<file path="config.mk">
export PLATFORM = sky130hd
export DESIGN_NAME = dwsc_ctrl
export DESIGN_NICKNAME = d
export VERILOG_FILES = /design/src/hw/rtl/dwsc_pkg.sv /design/src/hw/rtl/dwsc_ctrl.sv
export SDC_FILE = /design/constraint.sdc
export NUM_CORES = 1
export LEC_CHECK = 0
export BUFFER_PORTS_ARGS = -buffer_cell sky130_fd_sc_hd__buf_2
export CORE_AREA = 5 5 42 44
export DETAILED_ROUTE_END_ITERATION = 8
export DIE_AREA = 0 0 47 49
export PLACE_DENSITY_LB_ADDON = 0.2
export SLEW_MARGIN = 20
export SYNTH_ARGS = -nofsm -noshare
export SYNTH_HDL_FRONTEND = slang
export SYNTH_SLANG_ARGS = --single-unit
</file>
<file path="constraint.sdc">
create_clock -name clk_i -period 2.3 [get_ports clk_i]
set_input_delay 0.23 -clock clk_i [delete_from_list [all_inputs] [get_ports clk_i]]
set_output_delay 0.23 -clock clk_i [all_outputs]
set_load 0.01 [all_outputs]
</file>
<file path="src/hw/rtl/dwsc_pkg.sv">
`timescale 1ns / 1ps
`default_nettype none

package dwsc_pkg;

  // Table sizing
  localparam int MAX_PARTITIONS = 4;
  localparam int MAX_GROUPS     = 64;

  localparam int PIDX_W   = (MAX_PARTITIONS > 1) ? $clog2(MAX_PARTITIONS) : 1;
  localparam int GIDX_W   = (MAX_GROUPS > 1) ? $clog2(MAX_GROUPS) : 1;
  localparam int PCNT_W   = $clog2(MAX_PARTITIONS + 1);
  localparam int GCNT_W   = $clog2(MAX_GROUPS + 1);
  localparam int RAM_AW   = PIDX_W + GIDX_W;
  localparam int RAM_DEPTH = 2 ** RAM_AW;

  // Fixed field widths
  localparam int SEC_W     = 32;
  localparam int CFG_W     = 32;
  localparam int PIU_W     = 3;
  localparam int DS_W      = 33;  // first LBA plus one block
  localparam int SPG_W     = 39;  // blocks per group times up to 128 sectors
  localparam int ACC_W     = SPG_W + GCNT_W + 1;

  localparam logic [2:0] LOG_BS_MAX = 3'd6;
  localparam logic [SEC_W:0] SUPER_OFFSET = 33'd2;

  typedef enum logic [1:0] {
    REQ_CLASSIFY   = 2'd0,
    REQ_LOAD_PART  = 2'd1,
    REQ_LOAD_GROUP = 2'd2
  } req_e;

  typedef enum logic {
    CFG_MBR_SECTOR   = 1'b0,
    CFG_PARTS_IN_USE = 1'b1
  } cfg_idx_e;

  typedef enum logic [3:0] {
    CLS_UNKNOWN = 4'd0,
    CLS_MBR     = 4'd1,
    CLS_SUPER   = 4'd2,
    CLS_DESC    = 4'd3,
    CLS_BMAP    = 4'd4,
    CLS_IMAP    = 4'd5,
    CLS_ITAB    = 4'd6,
    CLS_DATA    = 4'd7,
    CLS_PART    = 4'd8
  } cls_e;

  typedef enum logic [2:0] {
    ST_IDLE = 3'd0,
    ST_MBR  = 3'd1,
    ST_PART = 3'd2,
    ST_GRP  = 3'd3,
    ST_DONE = 3'd4
  } state_e;

  typedef struct packed {
    logic [SEC_W-1:0] itab_hi;
    logic [SEC_W-1:0] itab_lo;
    logic [SEC_W-1:0] imap_hi;
    logic [SEC_W-1:0] imap_lo;
    logic [SEC_W-1:0] bmap_hi;
    logic [SEC_W-1:0] bmap_lo;
    logic [SEC_W-1:0] desc;
  } grp_entry_t;

  typedef struct packed {
    logic accept;
    logic part_next;
    logic grp_init;
    logic grp_next;
    logic set_res;
    cls_e res;
    logic load_out;
  } ctrl_cmd_t;

  typedef struct packed {
    logic is_classify;
    logic mbr_hit;
    logic part_done;
    logic part_hit;
    logic super_hit;
    logic part_empty;
    logic grp_last;
    cls_e grp_cls;
    logic out_free;
  } dp_sts_t;

endpackage

`default_nettype wire

</file>
<file path="src/hw/rtl/dwsc_ctrl.sv">
`timescale 1ns / 1ps
`default_nettype none

module dwsc_ctrl (
  input  logic                clk_i,
  input  logic                rst_ni,
  input  logic                in_valid_i,
  output logic                in_ready_o,
  input  dwsc_pkg::dp_sts_t   sts_i,
  output dwsc_pkg::ctrl_cmd_t cmd_o
);
  import dwsc_pkg::*;

  state_e state_q;
  state_e state_d;

  always_ff @(posedge clk_i or negedge rst_ni) begin
    if (!rst_ni) begin
      state_q <= ST_IDLE;
    end else begin
      state_q <= state_d;
    end
  end

  always_comb begin
    state_d    = state_q;
    in_ready_o = 1'b0;
    cmd_o      = '0;
    cmd_o.res  = CLS_UNKNOWN;
    unique case (state_q)
      ST_IDLE: begin
        in_ready_o   = 1'b1;
        cmd_o.accept = in_valid_i;
        if (in_valid_i && sts_i.is_classify) begin
          state_d = ST_MBR;
        end
      end
      ST_MBR: begin
        if (sts_i.mbr_hit) begin
          cmd_o.set_res = 1'b1;
          cmd_o.res     = CLS_MBR;
          state_d       = ST_DONE;
        end else begin
          state_d = ST_PART;
        end
      end
      ST_PART: begin
        if (sts_i.part_done) begin
          cmd_o.set_res = 1'b1;
          cmd_o.res     = CLS_UNKNOWN;
          state_d       = ST_DONE;
        end else if (sts_i.part_hit) begin
          if (sts_i.super_hit) begin
            cmd_o.set_res = 1'b1;
            cmd_o.res     = CLS_SUPER;
            state_d       = ST_DONE;
          end else if (sts_i.part_empty) begin
            cmd_o.set_res = 1'b1;
            cmd_o.res     = CLS_PART;
            state_d       = ST_DONE;
          end else begin
            cmd_o.grp_init = 1'b1;
            state_d        = ST_GRP;
          end
        end else begin
          cmd_o.part_next = 1'b1;
        end
      end
      ST_GRP: begin
        if (sts_i.grp_cls != CLS_UNKNOWN) begin
          cmd_o.set_res = 1'b1;
          cmd_o.res     = sts_i.grp_cls;
          state_d       = ST_DONE;
        end else if (sts_i.grp_last) begin
          cmd_o.set_res = 1'b1;
          cmd_o.res     = CLS_PART;
          state_d       = ST_DONE;
        end else begin
          cmd_o.grp_next = 1'b1;
        end
      end
      ST_DONE: begin
        if (sts_i.out_free) begin
          cmd_o.load_out = 1'b1;
          state_d        = ST_IDLE;
        end
      end
      default: begin
        state_d = ST_IDLE;
      end
    endcase
  end

endmodule

`default_nettype wire

</file>
Word-level counts from Yosys, hierarchy flattened:

Index checks and enable logic that the tools add are counted.

* logic and storage cells: 44
* bits in registers: 3

* multiplexer cells: 31
* reduce and logical (&&, ||, !) cells: 4
* equality and inequality tests: 8

Operators with widths (number)
* $mux W5: 7
* $mux W3: 9
* $pmux W3 S5: 1
* $pmux W5 S3: 1
* $mux W1: 11
* $eq A3 B2 Y1 const B: 2
* $ne A3 B3 Y1 const B: 2
* $mux W2: 2
* $ne A2 B2 Y1 const B: 2
* $reduce_and A4 Y1: 1
* $reduce_bool A4 Y1: 1
* $eq A3 B1 Y1 const B: 1
* $eq A3 B3 Y1 const B: 1
* $logic_not A3 Y1: 1
* $logic_and A1 B1 Y1: 1

Longest topological paths before layout:

Gate-level depths: netlist of the first run.

* depth in word-level cells: 5
* mapped depth: 4

Worst setup path before layout of the first run:

No wires, ideal clock.

* kind: register -> output
* start point: register state_q[0]
* end point: output cmd_o[9] (netlist bit)
* stages on the path, launching flop included: 4
* arrival: 1132 ps
* path slack: 938 ps
* path through: dfrtp_1 -> buf_2 -> nor3_1 -> and2_1

RTL lines
* from (decl): RTL line dwsc_ctrl.sv:14 `state_e state_q;`
* from (signal assigned): RTL line dwsc_ctrl.sv:21 `state_q <= state_d;`
* to (decl): RTL line dwsc_ctrl.sv:10 `output dwsc_pkg::ctrl_cmd_t cmd_o`

==> results of run 1 <==
[through the flow]
step	worst slack (ps)	total power [W]	hold WS, ps	util [%]	area [um2]
after detailed placement	708	0.000295	28.5	35.5	498
final	456	0.000391	308	38.1	534
after global routing	357	0.000429	339	38.1	534
after floorplan	938	0.000233	-65.6	-	369
after global placement	698	0.000298	27.2	35.5	498
after CTS	442	0.000399	299	38.1	534
[path summary, 6_finish.rpt]
path,start,endpoint,slack [ps],cells after the start
setup / recovery,state_q[1]$_DFFE_PN0P_,cmd_o[5],460,4
hold reg to reg,state_q[2]$_DFFE_PN0P_,state_q[2]$_DFFE_PN0P_,680,2
min in group clk_i,sts_i[0],state_q[2]$_DFFE_PN0P_,340,4
setup reg to reg,state_q[1]$_DFFE_PN0P_,state_q[2]$_DFFE_PN0P_,950,3
hold / removal,rst_ni,state_q[1]$_DFFE_PN0P_,310,2
max in group asynchronous,rst_ni,state_q[0]$_DFFE_PN0P_,1890,2
[worst register-to-register path: stages (launching register included)]
cell      delay, ps
dfrtp_1         500
or3b_4          440
o21bai_1        190
o311ai_1        110
[layer usage]
layer / wire, um / track usage, %
met1: 458 / 13.1
met2: 507 / 14.9
met3: 64 / 1.11
met4: 29 / 9.68
met5: 0 / 0
[cells by family (layout without fill, tap and decap cells)]
kind of cell | after synthesis | count (layout) | synth area share [%]
simple gates | 25 | 25 | 46.8
mux | 1 | 1 | 2.71
compound gates | 12 | 12 | 23.7
flops | 3 | 3 | 20.3
buf+inv | 4 | 32 | 6.44
[what timing repair did]
action	in CTS	in global routing
hold buffers	1	0
hold endpoints to repair	3	0
setup buffers	0	0
[synth_stat cells (all sizes together)]
cell     instances
buf              2
nand2b           1
mux2i            1
nand3b           1
or3              1
a211o            1
nand2            2
o32a             1
nor3             3
nor2             8
o311ai           1
and3             2
and2             2
nor4bb           2
nor4b            2
or3b             1
o21bai           1
a21oi            3
inv              2
a31oi            1
o2bb2ai          1
o31ai            1
dfrtp            3
a211oi           1
o21a             1
[cell type report]
cell class	count	share of cell area (%)
Clock buffer	4	4.92
Tap cell	16	3.75
Multi-Input combinational cell	38	50.6
Sequential cell	3	14.1
Timing Repair Buffer	26	25.3
Inverter	2	1.41
[cell usage in the layout, fill, tap and decap left out, types with 2 or more instances in the layout]
| cell | count |
|---|---|
| buf_2 | 25 |
| inv_1 | 2 |
| nor2_1 | 8 |
| a21oi_1 | 3 |
| and2_1 | 2 |
| nand2_1 | 2 |
| dfrtp_1 | 3 |
| clkbuf_4 | 3 |
| nor4b_1 | 2 |
| nor3_2 | 2 |
[power groups by stage]
stage | Sequential (W) | Clock (W) | Combinational, W
3_3_place_gp | 0.000108 | 0 | 0.000190
6_report | 0.000107 | 0.0000967 | 0.000187
4_1_cts | 0.000106 | 0.000103 | 0.000190
5_1_grt | 0.000114 | 0.000104 | 0.000211
2_1_floorplan | 0.0000843 | 0 | 0.000149
3_5_place_dp | 0.000107 | 0 | 0.000188
==> run_results.csv, run 1 <==
group,metric,value,unit
clock_network,cts_max_level,1,
layout,n_fill_cell,162,
pwr,switchingPower,0.000165,W
clock_network,cts_max_path_buffers,2,
layout,nets,89,
pwr,p_sw_share,42.2,%
route,drtPass1Iterations,4,
place,dpl.hpwl,842,um
pwr,internal_power,0.000226,W
yosys,syn_inst,45,
die,die_area,2300,um2
global_route,grt_max_degree,13,
clock_network,cts_tree,"built",
yosys,synth_seq_area_share,20.3,%
layout,drive_gt1_share,45.2,%
route,drt_iter0_drc,7,
sta,clock.fmax,0.542,GHz
yosys,ys_types,29,
global_route,grt_antenna_before_repair,0,
layout,syn2layout_area_growth,44.7,%
layout,regArea,75.1,um2
worst_setup_path,criticalPathCategory,"flop to output pin",
global_route,grt_pass1_wl,1.76,mm
worst_setup_path,critPathLaunchType,"flop",
min_path,hp-class,"input port to async pin",
pwr,leakage,0.274,nW
clock_network,clock_latency,240,ps
sta,hold_viol,0,
global_route,groute.usage.overall,10.5,%
die,die_x,47,um
global_route,grt_pass1_vias,442,
route,ant_nets,0,
die,num_rows,14,
sta,finalSetupTns,0,ps
route,vias,443,
sta,period_share,80.2,%
layout,reg_top3,"state_q: 3 flops",
layout,multiInputGateArea,270,um2
sta,rsz0062_at_grt,"false",
die,die_y,49,um
place,port_buffers,25,
sta,final_max_slew_viol_count,0,
yosys,synth_nets,60,
sta,fin_skew,3.04,ps
pwr,vdd_drop_max,0.000201,V
yosys,synth_warnings,0,
layout,largest-register,"state_q",
sta,tightest_slew,337,ps
sta,setup_violations,0,
die,start_util,26.3,%
status,outcome,"completed",
pwr,p_comb_share,47.8,%
die,pin_count,26,
yosys,ys_seq_elements,3,
worst_setup_path,cpLargestDelayFamily,"flip-flops",
worst_setup_path,critPathSlowestCell,"dfrtp_1",
route,wire_per_inst,11.9,um
place,placed_cells,84,
layout,post_layout_nonfiller_instances,89,
clock_network,clk_pin_slew_worst_paths,40,ps
yosys,yosys.area.top_type_share,20.3,%
pwr,power.density,732,nW/um2
yosys,synthTopCellsByArea,"dfrtp_1, nor2_1, nor4bb_4",
route,wl,1.06,mm
die,core_area,1400,um2
pwr,p_clk_share,24.7,%
global_route,grt_remaining_overflow,0,
yosys,synth_area,369,um2
worst_setup_path,path_cells,"or3b_4 > o21bai_1 > o31ai_1 > buf_2",
yosys,avgSynthCellArea,8.20,um2
clock_network,cts_resized,0,
route,viasPerCell,4.98,
sta,max_slew_margin,77.5,%
layout,n_antenna_cell,0,
worst_setup_path,required,2070,ps
pwr,p_seq_share,27.5,%
sta,fin_crit,1840,ps
route,drc,0,
run,cap_violations,0,
worst_setup_path,worst_setup_path_end_kind,"output pin",
worst_setup_path,critPathArrivalTime,1610,ps
clock_network,cts_root_buf,"clkbuf_4",
worst_setup_path,cp_slowest_stage_delay,500,ps
worst_setup_path,timing.critical_path.buf_inv,1,
clock_network,cts_buffers,3,
place,gp_congestion,0.677,
layout,largest_register_ffs,3,
clock_network,cts.sinks,3,
worst_setup_path,path_max_fanout,10,
yosys,yosys.area.top_type,"dfrtp_1",
Note: power is estimated with default switching activity, not from simulation.
==> inputs of run 2 (changes only) <==
- clock period: 2.3 -> 1.6 ns (I/O delays scaled with it)
==> run 2 against run 1 <==
  * The run now ends with setup timing left
  * Worst setup slack worse by 490 ps
  * Clock power up 32%
  * Sequential power up 13%
  * Non-clock buffer count up 6
  * Worst hold slack worse by 56 ps
  * Critical path type unchanged
  * Largest cell class unchanged
==> run_results.csv, run 2 (same netlist as run 1, synthesis figures left out) <==
group,metric,value,unit
sta,fin_crit,1630,ps
layout,fin_util,43.2,%
place,gp_congestion,0.752,
die,die_area,2300,um2
die,die_y,49,um
layout,syn2layout_area_growth,64.1,%
clock_network,cts_buffers,3,
clock_network,cts.sinks,3,
sta,fin_skew,0.762,ps
layout,post_layout_nonfiller_instances,95,
layout,drive_gt1_share,55.7,%
sta,setup_violations,2,
route,wl,1.11,mm
pwr,vdd_drop_max,0.000498,V
worst_setup_path,critPathLaunchType,"flop",
pwr,leakage,0.308,nW
place,placed_cells,86,
worst_setup_path,criticalPathCategory,"flop to output pin",
sta,hold_viol,0,
worst_setup_path,worst_setup_path_end_kind,"output pin",
worst_setup_path,critPathSlowestCell,"or3b_4",
route,vias,472,
worst_setup_path,path_cells,"or3b_4 > o21bai_4 > o31ai_2 > buf_2",
status,violations,"setup timing",
layout,final_cell_mix,"buf_2, nor2_1, buf_4",
pwr,power.density,1050,nW/um2
sta,tightest_slew,273,ps
layout,reg_top3,"state_q: 3 flops",
run,cap_violations,0,
sta,finalSetupTns,-53.8,ps
global_route,grt_pass1_vias,444,
route,drc,0,
clock_network,clock_latency,230,ps
layout,nets,95,
sta,setup_ws,-33.1,ps
route,wire_per_inst,11.7,um
die,start_util,26.3,%
global_route,grt_pass1_wl,1.88,mm
global_route,grt_antenna_before_repair,0,
route,drt_iter0_drc,10,
layout,n_antenna_cell,0,
sta,rsz0062_at_grt,"true",
global_route,grt_remaining_overflow,0,
sta,final_max_slew_viol_count,0,
sta,max_slew_margin,81.6,%
route,viasPerCell,4.97,
sta,clock.fmax,0.612,GHz
status,outcome,"finished, violations left",
place,port_buffers,25,
clock_network,cts_max_level,1,
clock_network,cts_max_path_buffers,2,
global_route,groute.usage.overall,11.1,%
route,drtPass1Iterations,3,
layout,n_fill_cell,156,
die,num_rows,14,
worst_setup_path,path_max_fanout,4,
global_route,grt_max_degree,10,
clock_network,cts_root_buf,"clkbuf_4",
clock_network,cts_tree,"built",
place,dp_slack,150,ps
clock_network,clk_pin_slew_worst_paths,40,ps
worst_setup_path,cp_slowest_stage_delay,440,ps
worst_setup_path,required,1440,ps
route,ant_nets,0,
min_path,hp-class,"input port to async pin",
die,die_x,47,um
layout,largest_register_ffs,3,
die,pin_count,26,
layout,final_common_cell,"buf_2",
layout,largest-register,"state_q",
sta,period_share,102,%
worst_setup_path,critPathArrivalTime,1470,ps
worst_setup_path,r2r_slack,290,ps
place,dpl.hpwl,875,um
die,core_area,1400,um2
## run 2: cell count changes in the layout (fill, tap and decap cells not counted), sizes merged
cell,before,now
buf,25,31
## run 2: area by class of cell
type / instances / area [um2] / share of cell area [%]
flip-flops and latches: 3 / 75.1 / 12.4
clock buffers: 4 / 26.3 / 4.34
repair buffers: 32 / 180 / 29.8
multi-input cells: 38 / 297 / 49.0
inverters: 2 / 7.51 / 1.24
well taps: 16 / 20.0 / 3.31
## run 2: worst paths after layout
kind	cells past startpoint	start	end
hold / removal	2	rst_ni	state_q[2]$_DFFE_PN0P_
hold reg to reg	2	state_q[2]$_DFFE_PN0P_	state_q[2]$_DFFE_PN0P_
setup / recovery	4	state_q[2]$_DFFE_PN0P_	cmd_o[5]
max in group asynchronous	2	rst_ni	state_q[1]$_DFFE_PN0P_
setup reg to reg	4	state_q[2]$_DFFE_PN0P_	state_q[0]$_DFFE_PN0P_
min in group clk_i	4	sts_i[0]	state_q[2]$_DFFE_PN0P_
## run 2: layer usage
| metal | vias up | part of all wire (%) | global-route usage [%] |
|---|---|---|---|
| met5 | - | 0 | 0 |
| met4 | 0 | 0 | 5.53 |
| met3 | 0 | 6.9 | 2.21 |
| met2 | 20 | 52 | 16.3 |
| met1 | 215 | 41 | 14.8 |
| li1 | 237 | - | - |
## run 2: where the power goes
group	internal [W]	leakage, nW	switching, W
Sequential	0.000100	0.0403	0.0000206
Combinational	0.000189	0.253	0.000195
Clock	0.0000932	0.0150	0.0000351
Total	0.000382	0.308	0.000251
## run 2: worst max-delay path, delay by kind of cell, from the launching register on
kind | cells | cell delay, ps
AO/OA/AOI/OAI | 2 | 250
AND/OR/NAND/NOR | 1 | 440
buffers and inverters | 1 | 160
flip-flops | 1 | 400
## run 2: repair_timing
action	4_1_cts	5_1_grt
setup buffers	3	1
endpoints found under the hold margin	3	0
hold buffers	1	0
setup endpoints to repair	3	5
resized for setup	1	4
pin swaps	1	2
## run 2: stage by stage
stage,hold slack [ps],instance area (um2),total power (W)
after detailed placement,-43.5,513,0.000446
after CTS,250,583,0.000623
final,252,606,0.000633
after floorplan,-136,369,0.000335
after global placement,-43.2,513,0.000445
after global routing,286,606,0.000689
